--- src/hdl/krf_fifo.sv ---
module krf_fifo #(
   parameter int WIDTH = 8,
   parameter int DEPTH = 2
) (
   input  logic             clock,
   input  logic             reset,
   input  logic             push,
   input  logic [WIDTH-1:0] wdata,
   output logic             full,
   input  logic             pop,
   output logic [WIDTH-1:0] rdata,
   output logic             empty
);

   localparam int PTW = (DEPTH > 1) ? $clog2(DEPTH) : 1;
   localparam int CNW = $clog2(DEPTH + 1);

   logic [WIDTH-1:0] mem_ff [DEPTH];
   logic [PTW-1:0]   wr_ptr_ff, rd_ptr_ff;
   logic [CNW-1:0]   count_ff;
   logic             do_push, do_pop;

   function automatic logic [PTW-1:0] ptr_inc(input logic [PTW-1:0] p);
      return (p == PTW'(DEPTH - 1)) ? '0 : p + 1'b1;
   endfunction

   assign full    = (count_ff == CNW'(DEPTH));
   assign empty   = (count_ff == '0);
   assign do_push = push && !full;
   assign do_pop  = pop && !empty;
   assign rdata   = mem_ff[rd_ptr_ff];

   always_ff @(posedge clock) begin
      if (reset) begin
         wr_ptr_ff <= '0;
         rd_ptr_ff <= '0;
         count_ff  <= '0;
      end else begin
         if (do_push) begin
            mem_ff[wr_ptr_ff] <= wdata;
            wr_ptr_ff         <= ptr_inc(wr_ptr_ff);
         end
         if (do_pop) begin
            rd_ptr_ff <= ptr_inc(rd_ptr_ff);
         end
         if (do_push && !do_pop) begin
            count_ff <= count_ff + 1'b1;
         end else if (do_pop && !do_push) begin
            count_ff <= count_ff - 1'b1;
         end
      end
   end

endmodule

--- config.mk ---
export PLATFORM = sky130hd
export DESIGN_NAME = krf_fifo
export DESIGN_NICKNAME = d
export VERILOG_FILES = /design/src/hdl/krf_fifo.sv
export SDC_FILE = /design/constraint.sdc
export NUM_CORES = 1
export LEC_CHECK = 0
export BUFFER_PORTS_ARGS = -buffer_cell sky130_fd_sc_hd__buf_2
export CAP_MARGIN = 20
export CORE_MARGIN = 2
export CORE_UTILIZATION = 35
export DETAILED_ROUTE_END_ITERATION = 7
export HOLD_SLACK_MARGIN = 0.05
export SYNTH_ARGS = -nofsm -noshare
export SYNTH_HDL_FRONTEND = slang
export SYNTH_SLANG_ARGS = --single-unit
--- constraint.sdc ---
create_clock -name clock -period 2.8 [get_ports clock]
set_clock_uncertainty 0.05 [all_clocks]
set_input_delay 0.84 -clock clock [delete_from_list [all_inputs] [get_ports clock]]
set_output_delay 0.84 -clock clock [all_outputs]
set_load 0.005 [all_outputs]
==> results.py, run 1 <==
metrics = {
    "sta": {
        "worst_pin_slew_ns": 0.3672,
        "fin_crit_ns": 2.245,
        "setup_viol": 0,
        "max-slew-margin-rel": 0.7549,
        "slew_violations": 0,
        "hold_viol_final": 0,
        "tns_ns": 0,
        "rsz0062_at_grt": "false",
        "timing.final.crit_share": 0.8017,
        "fin_ws_ns": 0.5553,
        "max_freq_ghz": 0.4455,
        "hold_ws_ns": 0.4557,
    },
    "place": {
        "portBuffers": 21,
        "routabilityCongestion": 0.6809,
        "pre_cts_ws_ns": 0.7322,
        "hpwl_um": 853.8,
        "place_area_um2": 952.2,
    },
    "worst_setup_path": {
        "startpoint_type": "flip-flop",
        "cp_max_fo": 8,
        "max_stage_delay_ns": 0.56,
        "r2r_end": "count_ff[1]",
        "path_cells": "mux2_2 -> buf_2",
        "worstReg2RegStart": "count_ff[1]",
        "crit_path_top_delay_cell": "dfxtp_1",
        "required_ns": 1.91,
        "end_kind": "output pin",
        "worstRegToRegCells": 6,
        "critPathKind": "flip-flop to output pin",
        "worstPathArrival_ns": 1.35,
        "r2r_slack_ns": 1.05,
    },
    "route": {
        "via_count": 463,
        "vias_per_cell": 4.410,
        "first_pass_iters": 3,
        "drc_errors": 0,
        "wl_per_cell_um": 11.10,
        "routed_wl_mm": 1.165,
        "drtAntennaViolNets": 0,
        "drt_iter0_drc": 2,
    },
    "cells_and_area": {
        "fin_area_um2": 978.4,
        "final_core_utilization": 0.4466,
        "seqCellArea_um2": 580.6,
        "final_common_cell": "buf_2",
        "mostFrequentLayoutCells": "buf_2, edfxtp_1, mux2_2",
        "antenna_cells": 0,
        "layout-drive-gt1-share": 0.4545,
        "area_delta_synth_final_pct": 22.00,
        "fill_cells": 207,
        "multi_input_area_um2": 209.0,
        "final_nets": 91,
    },
    "clocking": {
        "post_cts_resized": 0,
        "htreeDepth": 1,
        "numCtsBuffers": 3,
        "path_clk_slew_ns": 0.11,
        "clkLatencyLatePin_ns": 0.29,
        "cts_hold_buf": 0,
        "cts_setup_buffers": 0,
        "clockRootBuffer": "clkbuf_4",
        "cts_sinks": 21,
        "clk_path_buf_depth": 2,
        "cts_tree": "done",
    },
    "global_route": {
        "overflow": 0,
        "grt_pass1_vias": 411,
        "grt_pass1_wl_mm": 1.766,
        "antenna_found_initial": 0,
        "grt_usage": 0.09483,
        "grt_max_degree": 12,
    },
    "floorplan": {
        "io_pins": 22,
        "fp.dieW_um": 51.87,
        "die_area_mm2": 0.002691,
        "coreArea_mm2": 0.002191,
        "die_h_um": 51.87,
        "std_cell_rows": 17,
        "start_util": 0.3661,
    },
    "synth": {
        "synthTopCellsByArea": "edfxtp_1, dfxtp_1, mux2_2, xor2_1, o21ai_0",
        "yosysTopAreaCell": "edfxtp_1",
        "synth-seq-cells": 21,
        "synthDistinctLibCells": 15,
        "ys.warnings.count": 0,
        "netlist.area_leader.share": 0.5991,
        "synthCells": 51,
        "synth_nets": 64,
        "syn_area_um2": 802.0,
        "syn_area_per_cell_um2": 15.73,
        "synth_seq_area_share": 0.7239,
    },
    "power_and_ir_drop": {
        "p_int_mw": 0.5545,
        "power_frac_seq": 0.552,
        "switching_share": 0.2732,
        "p_leak_nw": 0.3856,
        "ir_drop_uv": 457.1,
        "comb_power_share": 0.268,
        "pwr-share-clk": 0.179,
        "powerDensity_mw_per_mm2": 779.7,
        "switching_power_mw": 0.2084,
    },
    "status": {
        "status": "complete, no violations",
    },
    "min_path": {
        "min_to": "wr_ptr_ff",
        "holdPathStages": 2,
        "hold_start": "wr_ptr_ff",
        "hold_path.class": "flip-flop to flip-flop",
    },
    "flow_run": {
        "max-cap-violations": 0,
    },
}
-- power by group through the flow --
stage / Combinational (mW) / Sequential, mW / Clock (mW)
floorplan: 0.152 / 0.407 / 0
global placement: 0.204 / 0.428 / 0
detailed placement: 0.208 / 0.431 / 0
CTS: 0.210 / 0.423 / 0.142
global route: 0.230 / 0.430 / 0.156
finish: 0.205 / 0.421 / 0.137
-- through the flow --
step | std cells | power, mW
finish | 105 | 0.7629
global route | 105 | 0.8163
CTS | 105 | 0.7752
detailed placement | 101 | 0.6387
global placement | 101 | 0.6313
floorplan | 51 | 0.5589
-- routing by layer --
| layer | GRT usage | wire length [um] | vias to the layer above |
|---|---|---|---|
| li1 | - | - | 238 |
| met1 | 0.1015 | 490 | 211 |
| met2 | 0.1540 | 583 | 14 |
| met3 | 0.03448 | 91 | 0 |
| met4 | 0.06579 | 0 | 0 |
| met5 | 0 | 0 | - |
-- worst max-delay path by stage --
stage / cells after the start / endpoint
2_1_floorplan: 2 / mem_ff[1][0]
6_report: 2 / rdata[6]
3_3_place_gp: 6 / count_ff[1]
5_1_grt: 2 / rdata[6]
3_5_place_dp: 6 / count_ff[1]
4_1_cts: 2 / rdata[6]
-- critical path, delay by kind of cell, from the launching register on --
kind                   cells  cell delay [ns]
flip-flops                 1             0.56
multiplexers               1             0.38
buffers and inverters      1             0.12
-- registers in the layout (all words and copies together), names as in the netlist, named ones only --
name and count:
count_ff 2, mem_ff 16, rd_ptr_ff 1, wr_ptr_ff 1
-- area by class of cell --
type                            instances  share of cell area
Sequential cell                        21              0.5934
Multi-Input combinational cell         27              0.2136
Timing Repair Buffer                   23              0.1228
Tap cell                               28             0.03581
Clock buffer                            4             0.02685
Inverter                                2            0.007673
-- logic make-up after synthesis --
logic type / after synthesis / share of synthesized area
flops: 21 / 0.7239
simple gates: 10 / 0.06864
mux: 8 / 0.1123
compound gates: 5 / 0.03120
xor+xnor: 3 / 0.03277
buf+inv: 3 / 0.01560
fa+ha+maj: 1 / 0.01560
-- Yosys cell counts --
master / number
a21oi_1: 2
buf_2: 1
dfxtp_1: 5
edfxtp_1: 16
ha_1: 1
inv_1: 2
mux2_2: 8
nand2b_1: 1
nor2_1: 4
nor2b_2: 1
nor3_1: 1
nor3b_1: 1
o21ai_0: 3
or3_1: 2
xor2_1: 3
No activity file was read; power rests on OpenSTA's default activity.
==> inputs of run 2 (changes only) <==
==> constraint.sdc (replaced) <==
create_clock -name clock -period 1.85 [get_ports clock]
set_clock_uncertainty 0.05 [all_clocks]
set_input_delay 0.555 -clock clock [delete_from_list [all_inputs] [get_ports clock]]
set_output_delay 0.555 -clock clock [all_outputs]
set_load 0.005 [all_outputs]
==> run 2 against run 1 <==
Sequential power up 53%. Non-clock buffer count did not move. Clock-buffer cell count unchanged. Setup slack lost 0.50 ns. Register-to-register slack got worse by 0.91 ns. Cell area up 0.90%. Utilization rose by 0.40 points. Combinational power is 54% higher. Critical path type unchanged. Largest cell class unchanged.
==> results.py, run 2 (synthesized netlist as in run 1, its figures left out) <==
metrics = {
    "min_path": {
        "hold_path.class": "primary input to flip-flop",
    },
    "global_route": {
        "overflow": 0,
        "antenna_found_initial": 0,
        "grt_max_degree": 12,
        "grt_usage": 0.09902,
        "grt_pass1_vias": 467,
        "grt_pass1_wl_mm": 1.849,
    },
    "clocking": {
        "cts_setup_buffers": 0,
        "path_clk_slew_ns": 0.10,
        "numCtsBuffers": 3,
        "clockRootBuffer": "clkbuf_4",
        "clk_path_buf_depth": 2,
        "clkLatencyLatePin_ns": 0.29,
        "cts_tree": "done",
        "cts_hold_buf": 0,
        "cts_sinks": 21,
        "htreeDepth": 1,
    },
    "cells_and_area": {
        "antenna_cells": 0,
        "final_common_cell": "buf_2",
        "largest_reg_flops": 16,
        "area_delta_synth_final_pct": 23.09,
        "layout-drive-gt1-share": 0.4805,
        "largest-register": "mem_ff",
        "reg_top3": "mem_ff x16, count_ff x2",
        "mostFrequentLayoutCells": "buf_2, edfxtp_1, mux2_2",
        "final_nets": 91,
    },
    "power_and_ir_drop": {
        "ir_drop_uv": 685.2,
        "finalPower_mw": 1.166,
        "powerDensity_mw_per_mm2": 1181,
        "p_leak_nw": 0.3902,
    },
    "status": {
        "status": "complete, no violations",
    },
    "place": {
        "hpwl_um": 888,
        "routabilityCongestion": 0.6809,
        "pre_cts_ws_ns": 0.07443,
        "portBuffers": 21,
    },
    "route": {
        "drtAntennaViolNets": 0,
        "wl_per_cell_um": 11.08,
        "via_count": 477,
        "drt_iter0_drc": 6,
        "drc_errors": 0,
        "routed_wl_mm": 1.163,
        "first_pass_iters": 3,
        "vias_per_cell": 4.543,
    },
    "sta": {
        "setup_viol": 0,
        "max-slew-margin-rel": 0.7877,
        "worst_pin_slew_ns": 0.3151,
        "fin_ws_ns": 0.05995,
        "rsz0062_at_grt": "true",
        "hold_viol_final": 0,
        "fin_crit_ns": 1.790,
        "timing.final.crit_share": 0.9676,
        "hold_ws_ns": 0.3954,
        "slew_violations": 0,
        "tns_ns": 0,
        "max_freq_ghz": 0.5586,
    },
    "worst_setup_path": {
        "cp_max_fo": 8,
        "critPathKind": "flip-flop to output pin",
        "worstPathArrival_ns": 1.19,
        "end_kind": "output pin",
        "startpoint_type": "flip-flop",
        "r2r_slack_ns": 0.14,
        "worstRegToRegCells": 6,
        "endpoint": "rdata[3]",
        "worstReg2RegStart": "count_ff[0]",
        "required_ns": 1.24,
        "r2r_end": "count_ff[1]",
    },
    "floorplan": {
        "coreArea_mm2": 0.002191,
        "die_area_mm2": 0.002691,
        "io_pins": 22,
        "start_util": 0.3661,
        "fp.dieW_um": 51.87,
        "std_cell_rows": 17,
        "die_h_um": 51.87,
    },
    "flow_run": {
        "max-cap-violations": 0,
    },
}
[run 2: cell counts in the layout (fill, tap and decap cells not counted)]
No cell type changed its count.
[run 2: cell type report]
cell class	count	area (um^2)
multi-input combinational	27	212.7
tap	28	35.03
sequential	21	585.6
clock buffer	4	26.28
inverter	2	7.507
fill	206	1204
timing repair buffer	23	120.1
[run 2: worst min path at each step]
stage	from	end	slack (ns)	depth (start not counted)
6_report	wdata[1]	mem_ff[0][1]	0.40	1
3_3_place_gp	wr_ptr_ff	wr_ptr_ff	0.44	2
2_1_floorplan	wr_ptr_ff	wr_ptr_ff	0.41	2
5_1_grt	wdata[6]	mem_ff[0][6]	0.37	1
3_5_place_dp	wr_ptr_ff	wr_ptr_ff	0.44	2
4_1_cts	wdata[7]	mem_ff[1][7]	0.39	1
[run 2: routing by layer]
layer,global-route usage,up-vias,wire (um)
met4,0.06579,0,31
met5,0,-,0
met3,0.03161,5,82
met1,0.09925,217,464
met2,0.1730,17,585
li1,-,238,-
[run 2: worst max-delay path, cell delays in order (launching register included)]
cell	delay [ns]
dfxtp_4	0.42
mux2_2	0.34
buf_2	0.12
[run 2: per-stage QoR]
step / utilization / instance area [um^2] / std cells
after global placement: 0.4346 / 952.2 / 101
after floorplan: - / 802.0 / 51
after detailed placement: 0.4346 / 952.2 / 101
final: 0.4506 / 987.2 / 105
after global routing: 0.4506 / 987.2 / 105
after CTS: 0.4483 / 982.2 / 105
[run 2: what timing repair did]
| action | 4_1_cts | 5_1_grt |
|---|---|---|
| pin swaps | 0 | 0 |
| gates resized for setup | 2 | 2 |
| endpoints found under the setup margin | 8 | 4 |
[run 2: power by group]
group | switching, mW | internal [mW]
sequential | 0.0613 | 0.584
combinational | 0.133 | 0.182
clock | 0.121 | 0.0838
total | 0.315 | 0.851
