<file path="config.mk">
export PLATFORM = sky130hd
export DESIGN_NAME = krf_front
export DESIGN_NICKNAME = d
export VERILOG_FILES = /design/src/hdl/krf_pkg.sv /design/src/hdl/krf_front.sv
export SDC_FILE = /design/constraint.sdc
export NUM_CORES = 1
export LEC_CHECK = 0
export BUFFER_PORTS_ARGS = -buffer_cell sky130_fd_sc_hd__buf_2
export CORE_MARGIN = 3
export CORE_UTILIZATION = 45
export CTS_CLUSTER_DIAMETER = 120
export DETAILED_ROUTE_END_ITERATION = 6
export MAX_ROUTING_LAYER = met4
export PLACE_DENSITY = 0.64
export SLEW_MARGIN = 40
export SYNTH_ARGS = -nofsm -noshare
export SYNTH_HDL_FRONTEND = slang
export SYNTH_SLANG_ARGS = --single-unit
export TNS_END_PERCENT = 100
</file>
<file path="constraint.sdc">
create_clock -name clock -period 13.42 [get_ports clock]
set_clock_uncertainty 0.1 [all_clocks]
set_input_delay 2.013 -clock clock [delete_from_list [all_inputs] [get_ports clock]]
set_output_delay 2.013 -clock clock [all_outputs]
set_load 0.02 [all_outputs]
</file>
<file path="src/hdl/krf_pkg.sv">
package krf_pkg;

   localparam int DEF_MAX_WIDTH = 1024;
   localparam int DEF_MAX_HALF  = 7;
   localparam int DEF_LINE_ROWS = 16;

   localparam int CSR_IW = 2;
   localparam int CSR_DW = 16;

   localparam logic [CSR_IW-1:0] CSR_HALF_WINDOW  = 2'd0;
   localparam logic [CSR_IW-1:0] CSR_IMAGE_WIDTH  = 2'd1;
   localparam logic [CSR_IW-1:0] CSR_IMAGE_HEIGHT = 2'd2;

   localparam logic CMD_PIXEL = 1'b0;
   localparam logic CMD_FLUSH = 1'b1;

   localparam logic [2:0]  RST_HALF_WINDOW  = 3'd1;
   localparam logic [10:0] RST_IMAGE_WIDTH  = 11'd640;
   localparam logic [15:0] RST_IMAGE_HEIGHT = 16'd480;

   typedef struct packed {
      logic [7:0] blue;
      logic [7:0] green;
      logic [7:0] red;
   } pixel_type;

   // largest usable half size: the window must fit in the line ring with a spare row
   function automatic int krf_half_limit(input int max_half, input int line_rows);
      int lim;
      lim = (line_rows - 2) / 2;
      return (max_half < lim) ? max_half : lim;
   endfunction

endpackage

</file>
<file path="src/hdl/krf_front.sv">
module krf_front import krf_pkg::*; #(
   parameter int MAX_WIDTH = DEF_MAX_WIDTH,
   parameter int MAX_HALF  = DEF_MAX_HALF,
   parameter int LINE_ROWS = DEF_LINE_ROWS
) (
   input  logic                                      clock,
   input  logic                                      reset,
   input  logic                                      push,
   output logic                                      full,
   input  logic                                      cmd,
   input  pixel_type                                 pix,
   input  logic [$clog2(MAX_WIDTH):0]                eff_w,
   input  logic [15:0]                               eff_hgt,
   input  logic [$clog2(krf_half_limit(MAX_HALF, LINE_ROWS)+1)-1:0] eff_h,
   input  logic                                      restart,
   input  logic                                      back_idle,
   input  logic                                      job_full,
   input  logic                                      job_empty,
   output logic                                      job_push,
   output logic [15:0]                               job_row,
   output logic [$clog2(MAX_WIDTH)-1:0]              job_col,
   output logic [$clog2(LINE_ROWS)-1:0]              job_slot,
   output logic                                      job_last,
   output logic                                      wr_en,
   output logic [$clog2(LINE_ROWS*MAX_WIDTH)-1:0]    wr_addr,
   output pixel_type                                 wr_data
);

   localparam int CW  = $clog2(MAX_WIDTH);
   localparam int SLW = $clog2(LINE_ROWS);
   localparam int AW  = $clog2(LINE_ROWS * MAX_WIDTH);
   localparam int XS  = CW + 6;

   logic [15:0]    in_row_ff, in_row_in, out_row_ff, out_row_in;
   logic [CW-1:0]  in_col_ff, in_col_in, out_col_ff, out_col_in;
   logic [SLW-1:0] in_slot_ff, in_slot_in, out_slot_ff, out_slot_in;
   logic           drain_ff, drain_in;

   logic           accept, do_write, due, emit, out_col_wrap, out_row_wrap;
   logic [15:0]    in_row_w;
   logic [CW-1:0]  in_col_w;
   logic [SLW-1:0] in_slot_w;
   logic [16:0]    ry_sum;
   logic [15:0]    ry;
   logic [XS-1:0]  rx_sum;
   logic [CW-1:0]  rx;
   logic [CW:0]    w_m1;

   function automatic logic [SLW-1:0] slot_inc(input logic [SLW-1:0] s);
      return (s == SLW'(LINE_ROWS - 1)) ? '0 : s + 1'b1;
   endfunction

   assign full     = drain_ff || job_full;
   assign accept   = push && !full;
   assign do_write = accept && (cmd == CMD_PIXEL) && (in_row_ff < eff_hgt);
   assign w_m1     = eff_w - 1'b1;

   always_comb begin
      in_row_w  = in_row_ff;
      in_col_w  = in_col_ff;
      in_slot_w = in_slot_ff;
      if (do_write) begin
         if (({1'b0, in_col_ff} + 1'b1) >= eff_w) begin
            in_col_w  = '0;
            in_row_w  = in_row_ff + 16'd1;
            in_slot_w = slot_inc(in_slot_ff);
         end else begin
            in_col_w = in_col_ff + 1'b1;
         end
      end
   end

   // last pixel of the window, clamped to the image
   always_comb begin
      ry_sum = {1'b0, out_row_ff} + 17'(eff_h);
      ry     = (ry_sum >= {1'b0, eff_hgt}) ? eff_hgt - 16'd1 : ry_sum[15:0];
      rx_sum = XS'(out_col_ff) + XS'(eff_h);
      rx     = (rx_sum >= XS'(eff_w)) ? w_m1[CW-1:0] : rx_sum[CW-1:0];
   end

   assign due  = (out_row_ff < eff_hgt) &&
                 ((in_row_w > ry) || ((in_row_w == ry) && (in_col_w > rx)));
   assign emit = accept && due;

   assign out_col_wrap = ({1'b0, out_col_ff} + 1'b1) >= eff_w;
   assign out_row_wrap = ({1'b0, out_row_ff} + 17'd1) >= {1'b0, eff_hgt};

   assign job_push = emit;
   assign job_row  = out_row_ff;
   assign job_col  = out_col_ff;
   assign job_slot = out_slot_ff;
   assign job_last = (out_row_ff == eff_hgt - 16'd1) && ({1'b0, out_col_ff} == w_m1);

   assign wr_en   = do_write;
   assign wr_addr = AW'(in_slot_ff) * AW'(MAX_WIDTH) + AW'(in_col_ff);
   assign wr_data = pix;

   always_comb begin
      in_row_in   = in_row_w;
      in_col_in   = in_col_w;
      in_slot_in  = in_slot_w;
      out_row_in  = out_row_ff;
      out_col_in  = out_col_ff;
      out_slot_in = out_slot_ff;
      drain_in    = drain_ff;
      if (drain_ff && back_idle && job_empty) begin
         drain_in = 1'b0;
      end
      if (emit) begin
         if (out_col_wrap) begin
            // hold further input until the row's jobs are done with the line ring
            drain_in    = 1'b1;
            out_col_in  = '0;
            out_row_in  = out_row_ff + 16'd1;
            out_slot_in = slot_inc(out_slot_ff);
            if (out_row_wrap) begin
               in_row_in   = '0;
               in_col_in   = '0;
               in_slot_in  = '0;
               out_row_in  = '0;
               out_slot_in = '0;
            end
         end else begin
            out_col_in = out_col_ff + 1'b1;
         end
      end
      if (restart) begin
         in_row_in   = '0;
         in_col_in   = '0;
         in_slot_in  = '0;
         out_row_in  = '0;
         out_col_in  = '0;
         out_slot_in = '0;
         drain_in    = 1'b0;
      end
   end

   always_ff @(posedge clock) begin
      if (reset) begin
         in_row_ff   <= '0;
         in_col_ff   <= '0;
         in_slot_ff  <= '0;
         out_row_ff  <= '0;
         out_col_ff  <= '0;
         out_slot_ff <= '0;
         drain_ff    <= 1'b0;
      end else begin
         in_row_ff   <= in_row_in;
         in_col_ff   <= in_col_in;
         in_slot_ff  <= in_slot_in;
         out_row_ff  <= out_row_in;
         out_col_ff  <= out_col_in;
         out_slot_ff <= out_slot_in;
         drain_ff    <= drain_in;
      end
   end

endmodule

</file>
==> impl_metrics.json, run 1 <==
{
  "grt_pass1_vias": 6591,
  "yosys.area.top_type": "ha_1",
  "critPathKind": "in2out",
  "ios": 134,
  "fmax_mhz": 103.2,
  "startpoint_type": "primary input",
  "core_area_sq_um": 16700,
  "end_kind": "primary output",
  "status": "finished clean",
  "gp_congestion": 0.9278,
  "routedWlPerCell_microns": 18.36,
  "synth_flop_cell": "dfxtp_1",
  "setup_viol": 0,
  "post_cts_buffers": 0,
  "viasPerCell": 5.689,
  "syn_area_sq_um": 7744,
  "crit_fanout": 16,
  "nFillCells": 1716,
  "cp.buffers_inverters": 2,
  "crit_end": "job_push",
  "hold_path.class": "reg2reg",
  "grt_pass1_wl_microns": 35230,
  "rows": 47,
  "rsz0062_at_grt": "false",
  "seqPwrFrac_pct": 34.4,
  "numCtsBuffers": 9,
  "clockBufferDepth": 2,
  "synthesis.nets": 1166,
  "grt_max_degree": 31,
  "ctsHoldBuffers": 0,
  "final_hold_viol_count": 0,
  "insertion_delay_ns": 0.34,
  "layout-drive-gt1-share_pct": 12.43,
  "slowest_stage": "a41oi_4",
  "critPathTopFamily": "compound AO/OA/AOI/OAI gates",
  "combPwrFrac_pct": 14.1,
  "leakagePower_nw": 4.085,
  "detail-route-antenna-nets": 0,
  "cp_data_arrival_time_ns": 7.58,
  "drtPass1Iterations": 4,
  "clkTransAtPathRegs_ns": 0.05,
  "worst_pin_slew_ns": 0.7868,
  "ir_drop_v": 0.00005625,
  "r2r-start": "job_row[0]",
  "async_flop_share_pct": 0,
  "intPower_mw": 0.3887,
  "post-route-period-util_pct": 72.23,
  "rrSetupSlack_ns": 6.63,
  "dr_wl_met3_microns": 1239,
  "period_minus_slack_ns": 9.694,
  "path_cells": "buf_2, ha_1, fa_1, a21oi_1, nand2b_1, nor2_1, nand4_1, xnor2_1, ha_1, a21o_1, a21oi_1, o31ai_1, a21oi_1, o21ai_0, a41oi_4, mux2_2, ha_1, nand4_1, or3_1, o2111a_1, nor3_2, buf_2",
  "r2r_cells": 23,
  "cp.depth": 22,
  "dieArea_sq_um": 18820,
  "crit_path_start": "eff_h[0]",
  "cts_tree": "yes",
  "root_buffer": "clkbuf_16",
  "p_switching_mw": 0.1386,
  "drc_errors": 0,
  "drtIter0Drc": 478,
  "grtUsageTotal_pct": 24.94,
  "synth.avg_cell_area_sq_um": 8.016,
  "hpwl_microns": 18460,
  "drv_slew": 0,
  "area_growth_pct": 10.02,
  "whs_ns": 0.3586,
  "fp.dieH_microns": 137.2,
  "start_util_pct": 46.37,
  "synth_cell_types": 66,
  "finalSetupTns_ns": 0,
  "wl_met2_microns": 10390,
  "sw_frac_of_total_pct": 26.28,
  "netlist_instances": 966,
  "crit_required_ns": 11.31,
  "ys_seq_area_share_pct": 15.77,
  "io_buffers": 85,
  "drt_wl_total_microns": 22530,
  "routed.top_layer": "met4",
  "grt-ovfl-total": 0,
  "clockPowerShare_pct": 51.5,
  "cp_slowest_stage_delay_ns": 0.68,
  "nets": 1201,
  "vias": 6980,
  "netlist.area_leader.share_pct": 21.97,
  "ys_ff_latch": 61,
  "cts_resized": 0,
  "power_mw": 0.5273,
  "yosysWarnings": 0,
  "final_common_cell": "ha_1",
  "antenna_found_initial": 0,
  "mostFrequentLayoutCells": "ha_1, buf_2, xnor2_1",
  "max_slew_margin_pct": 47.35,
  "wl_met1_microns": 10430,
  "worstHoldPathCells": 2,
  "netlist_top_cells_area": "ha_1, dfxtp_1, xnor2_1, xor2_1, a21oi_1",
  "cellPowerDensity_nw_per_um2": 61.89,
  "synth-edff-count": 0,
  "cap_violations": 0,
  "clock-sinks": 61,
  "dieWidth_microns": 137.2,
  "reg2reg_to": "in_col_ff[8]",
  "htreeDepth": 3
}
power groups by stage:
stage | combinational, mW | clock [mW] | sequential [mW]
floorplan | 0.0548 | 0 | 0.186
global placement | 0.0716 | 0 | 0.185
detailed placement | 0.0724 | 0 | 0.186
CTS | 0.0730 | 0.278 | 0.182
global route | 0.0823 | 0.286 | 0.181
finish | 0.0741 | 0.272 | 0.182
metrics by stage:
stage          setup WS, ns  instance area, sq um  instances  utilization, %
5_1_grt               3.307                  8517       1226           51.00
6_report              3.726                  8519       1227           51.01
2_1_floorplan         4.268                  7744        966               -
4_1_cts               3.476                  8502       1226           50.91
3_3_place_gp          3.354                  8150       1210           48.80
3_5_place_dp          3.508                  8162       1210           48.87
how the worst min path moves through the flow:
stage / from / to
floorplan: drain_ff / drain_ff
global placement: drain_ff / drain_ff
detailed placement: drain_ff / drain_ff
CTS: drain_ff / drain_ff
global route: drain_ff / drain_ff
finish: drain_ff / drain_ff
cell usage after synthesis (all sizes together) (5+ instances only):
| master | count |
|---|---|
| a211oi | 5 |
| a21o | 17 |
| a21oi | 54 |
| a22o | 14 |
| and3 | 9 |
| and4 | 10 |
| buf | 28 |
| clkbuf | 35 |
| dfxtp | 61 |
| ha | 136 |
| inv | 54 |
| mux2i | 26 |
| nand2 | 65 |
| nand2b | 10 |
| nand3 | 43 |
| nand4 | 28 |
| nor2 | 61 |
| nor2b | 28 |
| nor3 | 25 |
| nor4 | 13 |
| o21ai | 32 |
| o22ai | 5 |
| o31ai | 9 |
| or3 | 9 |
| or4 | 6 |
| xnor2 | 73 |
| xor2 | 47 |
logic make-up (layout without fill, tap and decap cells):
group,count (synthesis),count (layout),synth area share [%]
and+or+nand+nor,326,326,22.46
xor gates and xnor gates,120,120,13.57
other,0,1,0
muxes,30,30,3.942
DFF,61,61,15.77
adders and majority gates,138,138,22.49
buffers and inverters,118,158,6.899
AOI/OAI and AO/OA,173,173,14.87
worst min-delay path, cell delays in order, from the launching register on:
cell     delay, ns
dfxtp_1       0.30
nand2_1       0.05
a21oi_1       0.05
final cells by class:
class	instances	area, sq um	share of cell area (%)
Inverter	55	206.4	2.423
Multi-Input combinational cell	787	6033	70.82
Sequential cell	61	1221	14.33
Clock buffer	10	229.0	2.688
Clock inverter	6	111.4	1.307
Timing Repair Buffer	87	440.4	5.170
Antenna cell	1	2.502	0.02937
Tap cell	220	275.3	3.231
per-layer routing:
| metal | up-vias | global-route usage [%] |
|---|---|---|
| met5 | - | - |
| met4 | 0 | 7.539 |
| met3 | 29 | 3.287 |
| met2 | 195 | 39.59 |
| met1 | 3221 | 33.18 |
| li1 | 3535 | - |
flip-flops by register name, indices dropped and copies added (netlist names):
| register | cells |
|---|---|
| drain_ff | 1 |
| in_col_ff | 10 |
| job_col | 10 |
| in_row_ff | 16 |
| job_row | 16 |
| in_slot_ff | 4 |
| job_slot | 4 |
Power figures use the tool's default switching activity.
==> inputs of run 2 (changes only) <==
--- a/config.mk
+++ b/config.mk
@@ -11,7 +11,7 @@
 export CTS_CLUSTER_DIAMETER = 120
 export DETAILED_ROUTE_END_ITERATION = 6
 export MAX_ROUTING_LAYER = met4
-export PLACE_DENSITY = 0.64
+export PLACE_DENSITY = 0.67
 export SLEW_MARGIN = 40
 export SYNTH_ARGS = -nofsm -noshare
 export SYNTH_HDL_FRONTEND = slang
==> constraint.sdc (replaced) <==
create_clock -name clock -period 8.8 [get_ports clock]
set_clock_uncertainty 0.1 [all_clocks]
set_input_delay 1.32 -clock clock [delete_from_list [all_inputs] [get_ports clock]]
set_output_delay 1.32 -clock clock [all_outputs]
set_load 0.02 [all_outputs]
==> impl_metrics.json, run 2 (synthesis gave the netlist of run 1 again) <==
{
  "status": "finished clean",
  "crit_end": "job_push",
  "rsz0062_at_grt": "false",
  "crit_required_ns": 7.38,
  "grtUsageTotal_pct": 24.12,
  "final_common_cell": "ha_1",
  "root_buffer": "clkbuf_16",
  "antenna-diode-count": 0,
  "cap_violations": 0,
  "hpwl_microns": 17990,
  "cp_data_arrival_time_ns": 6.46,
  "io_buffers": 85,
  "post_cts_buffers": 0,
  "nFillCells": 1654,
  "path_cells": "buf_2, ha_1, fa_1, a21oi_1, nand2b_1, nor2_1, nand4_1, xnor2_1, ha_1, a21o_1, a21oi_1, o31ai_1, a21oi_1, o21ai_0, a41oi_2, mux2_2, ha_1, nand4_1, or3_1, nor4_2, nor3_1, buf_4, buf_2",
  "clock-sinks": 61,
  "clkTransAtPathRegs_ns": 0.06,
  "ios": 134,
  "register_area_sq_um": 1221,
  "cts_tree": "yes",
  "crit_fanout": 7,
  "drv_slew": 0,
  "nets": 1205,
  "dieArea_sq_um": 18820,
  "post-route-period-util_pct": 89.56,
  "fp.dieH_microns": 137.2,
  "final_hold_viol_count": 0,
  "dieWidth_microns": 137.2,
  "drtIter0Drc": 530,
  "reg2reg_to": "job_slot[1]",
  "worst_pin_slew_ns": 0.8339,
  "antenna_found_initial": 0,
  "viasPerCell": 5.830,
  "crit_path_start": "eff_h[0]",
  "htreeDepth": 3,
  "routedWlPerCell_microns": 17.85,
  "detail-route-antenna-nets": 0,
  "vias": 7171,
  "period_minus_slack_ns": 7.882,
  "drc_errors": 0,
  "slowest_stage": "or3_1",
  "max_slew_margin_pct": 43.98,
  "layout-drive-gt1-share_pct": 12.67,
  "ctsHoldBuffers": 0,
  "grt_max_degree": 31,
  "leakagePower_nw": 4.082,
  "r2r-start": "job_row[0]",
  "multi_input_area_sq_um": 6017,
  "start_util_pct": 46.37,
  "mostFrequentLayoutCells": "ha_1, buf_2, xnor2_1",
  "cts_resized": 0,
  "rows": 47,
  "cp_slowest_stage_delay_ns": 0.46,
  "critPathKind": "in2out",
  "hold_path.class": "reg2reg",
  "grt-ovfl-total": 0,
  "finalSetupTns_ns": 0,
  "core_area_sq_um": 16700,
  "drtPass1Iterations": 5,
  "cellPowerDensity_nw_per_um2": 90.36,
  "drt_wl_total_microns": 21950,
  "r2r_cells": 23,
  "rrSetupSlack_ns": 2.33,
  "end_kind": "primary output",
  "startpoint_type": "primary input",
  "ir_drop_v": 0.00008283,
  "gp_congestion": 0.9576,
  "setup_viol": 0,
  "grt_pass1_wl_microns": 34560,
  "numCtsBuffers": 9,
  "area_growth_pct": 9.856,
  "grt_pass1_vias": 6465,
  "whs_ns": 0.3594,
  "clockBufferDepth": 2,
  "fmax_mhz": 126.9,
  "insertion_delay_ns": 0.34
}
[run 2: cell types whose count changed in the layout (fill, tap and decap cells not counted), sizes merged]
cell / delta
diode: -1
buf: +4
clkinvlp: +2
bufinv: -1
clkinv: -1
[run 2: power breakdown]
| group | total (mW) | internal (mW) | leakage [nW] | switching (mW) |
|---|---|---|---|---|
| logic | 0.113 | 0.0399 | 3.45 | 0.0734 |
| registers | 0.277 | 0.277 | 0.491 | 0.000452 |
| clock network | 0.378 | 0.247 | 0.145 | 0.131 |
[run 2: through the flow]
stage	util [%]	total power [mW]	worst slack [ns]	std cells	cell area [sq um]
finish	50.94	0.7687	0.9183	1230	8507
global route	50.94	0.8015	0.4822	1230	8507
detailed placement	49.02	0.3936	0.9393	1214	8187
CTS	50.91	0.7743	0.9301	1230	8503
floorplan	-	0.3665	1.034	966	7744
global placement	48.98	0.3924	0.7507	1214	8180
[run 2: worst max-delay path, delay by kind of cell]
family                     cells  cell delay (ns)
buffers and inverters          3             0.46
and+or+nand+nor                7             1.62
AOI/OAI and AO/OA              7             1.31
xor gates and xnor gates       1             0.16
muxes                          1             0.40
adders and majority gates      4             1.20
[run 2: layout make-up]
class                           instances  share of cell area [%]
Clock buffer                           10                   2.692
Clock inverter                          6                   1.030
Sequential cell                        61                   14.36
Multi-Input combinational cell        787                   70.73
Tap cell                              220                   3.236
Inverter                               55                   2.427
Timing Repair Buffer                   91                   5.530
[run 2: worst min path at each step]
| stage | from | endpoint | slack [ns] | depth (start not counted) |
|---|---|---|---|---|
| floorplan | drain_ff | drain_ff | 0.34 | 2 |
| global placement | drain_ff | drain_ff | 0.35 | 2 |
| detailed placement | drain_ff | drain_ff | 0.36 | 2 |
| CTS | drain_ff | drain_ff | 0.36 | 2 |
| global route | drain_ff | drain_ff | 0.39 | 2 |
| finish | drain_ff | drain_ff | 0.36 | 2 |
[run 2: metal layers]
metal	GRT usage, %	part of all wire, %
met5	-	0
met4	5.710	1.7
met3	4.894	7.6
met2	37.11	45
met1	32.64	45
==> inputs of run 3 (changes only) <==
--- a/config.mk
+++ b/config.mk
@@ -8,6 +8,7 @@
 export BUFFER_PORTS_ARGS = -buffer_cell sky130_fd_sc_hd__buf_2
 export CORE_MARGIN = 3
 export CORE_UTILIZATION = 45
+export CTS_BUF_LIST = sky130_fd_sc_hd__clkbuf_8
 export CTS_CLUSTER_DIAMETER = 120
 export DETAILED_ROUTE_END_ITERATION = 6
 export MAX_ROUTING_LAYER = met4
==> impl_metrics.json, run 3 (synthesis gave the netlist of run 1 again) <==
{
  "r2r-start": "job_row[0]",
  "cts_tree": "yes",
  "vias": 7104,
  "fp.dieH_microns": 137.2,
  "clockBufferDepth": 2,
  "end_kind": "primary output",
  "cts_resized": 0,
  "grt-ovfl-total": 0,
  "area_growth_pct": 8.547,
  "post_cts_buffers": 0,
  "antenna-diode-count": 0,
  "numCtsBuffers": 9,
  "pre_cts_slack_ns": 0.9393,
  "cap_violations": 0,
  "crit_fanout": 7,
  "rows": 47,
  "final_common_cell": "ha_1",
  "drtIter0Drc": 464,
  "leakagePower_nw": 4.040,
  "crit_required_ns": 7.38,
  "max_slew_margin_pct": 45.87,
  "grtUsageTotal_pct": 24.13,
  "grt_pass1_vias": 6449,
  "start_util_pct": 46.37,
  "final_hold_viol_count": 0,
  "mostFrequentLayoutCells": "ha_1, buf_2, xnor2_1",
  "clock-sinks": 61,
  "reg2reg_to": "job_row[5]",
  "ios": 134,
  "ctsHoldBuffers": 0,
  "hold_path.class": "reg2reg",
  "ir_drop_v": 0.00005790,
  "nets": 1205,
  "gp_congestion": 0.9576,
  "hpwl_microns": 17990,
  "rrSetupSlack_ns": 2.30,
  "core_area_sq_um": 16700,
  "r2r_cells": 23,
  "grt_max_degree": 31,
  "drtPass1Iterations": 5,
  "antenna_found_initial": 0,
  "routedWlPerCell_microns": 17.83,
  "worst_pin_slew_ns": 0.8058,
  "period_minus_slack_ns": 7.890,
  "layout-drive-gt1-share_pct": 12.67,
  "detail-route-antenna-nets": 0,
  "htreeDepth": 3,
  "insertion_delay_ns": 0.37,
  "dieWidth_microns": 137.2,
  "clkTransAtPathRegs_ns": 0.08,
  "post-route-period-util_pct": 89.66,
  "hold_end": "drain_ff",
  "root_buffer": "clkbuf_8",
  "worst_slack_ns": 0.9102,
  "io_buffers": 85,
  "drc_errors": 0,
  "hold_start": "drain_ff",
  "cp_data_arrival_time_ns": 6.47,
  "drt_wl_total_microns": 21940,
  "viasPerCell": 5.776,
  "cellPowerDensity_nw_per_um2": 79.47,
  "rsz0062_at_grt": "false",
  "dieArea_sq_um": 18820,
  "setup_viol": 0,
  "finalSetupTns_ns": 0,
  "fmax_mhz": 126.7,
  "startpoint_type": "primary input",
  "critPathKind": "in2out",
  "grt_pass1_wl_microns": 34510,
  "status": "finished clean",
  "drv_slew": 0,
  "worstHoldPathCells": 2
}
run 3: how the worst max path moves through the flow:
stage          endpoint  slack (ns)  depth (start not counted)     start
2_1_floorplan  job_push        1.03                         21  eff_h[0]
3_3_place_gp   job_push        0.75                         24  eff_h[0]
3_5_place_dp   job_push        0.94                         24  eff_h[0]
4_1_cts        job_push        0.93                         24  eff_h[0]
5_1_grt        job_push        0.49                         24  eff_h[0]
6_report       job_push        0.91                         24  eff_h[0]
run 3: cell type report:
cell class	count	area, sq um
clock buffers	9	123.9
flip-flops and latches	61	1221
multi-input cells	787	6017
fillers	1668	8295
well taps	220	275.3
repair buffers	91	470.5
inverters	55	206.4
clock inverters	7	91.34
run 3: report_power, final:
group | internal (mW) | switching, mW | leakage [nW]
clock | 0.158 | 0.121 | 0.103
sequential | 0.276 | 0.000460 | 0.491
combinational | 0.0399 | 0.0729 | 3.45
total | 0.474 | 0.194 | 4.04
run 3: critical path, stage by stage:
cell      delay [ns]
buf_2           0.12
ha_1            0.22
fa_1            0.40
a21oi_1         0.22
nand2b_1        0.19
nor2_1          0.12
nand4_1         0.14
xnor2_1         0.16
ha_1            0.28
a21o_1          0.18
a21oi_1         0.15
o31ai_1         0.09
a21oi_1         0.10
o21ai_0         0.12
a41oi_2         0.43
buf_4           0.27
mux2i_1         0.09
ha_1            0.33
nand4_1         0.16
or3_1           0.46
nor4_2          0.45
nor3_1          0.11
buf_4           0.19
buf_2           0.16
run 3: metrics by stage:
stage | total power [mW] | cell area, sq um | std cells | hold slack (ns) | util [%]
after CTS | 0.6735 | 8402 | 1230 | 0.3675 | 50.31
after floorplan | 0.3665 | 7744 | 966 | 0.3363 | -
final | 0.6680 | 8406 | 1230 | 0.3618 | 50.33
after detailed placement | 0.3936 | 8187 | 1214 | 0.3566 | 49.02
after global placement | 0.3924 | 8180 | 1214 | 0.3501 | 48.98
after global routing | 0.7003 | 8406 | 1230 | 0.3887 | 50.33
run 3: layer usage:
metal / vias to the layer above / routed length [microns] / GRT usage [%]
met4: 0 / 389 / 6.042
met5: - / 0 / -
met2: 225 / 9851 / 37.03
met3: 27 / 1574 / 5.113
li1: 3547 / - / -
met1: 3305 / 10120 / 32.48
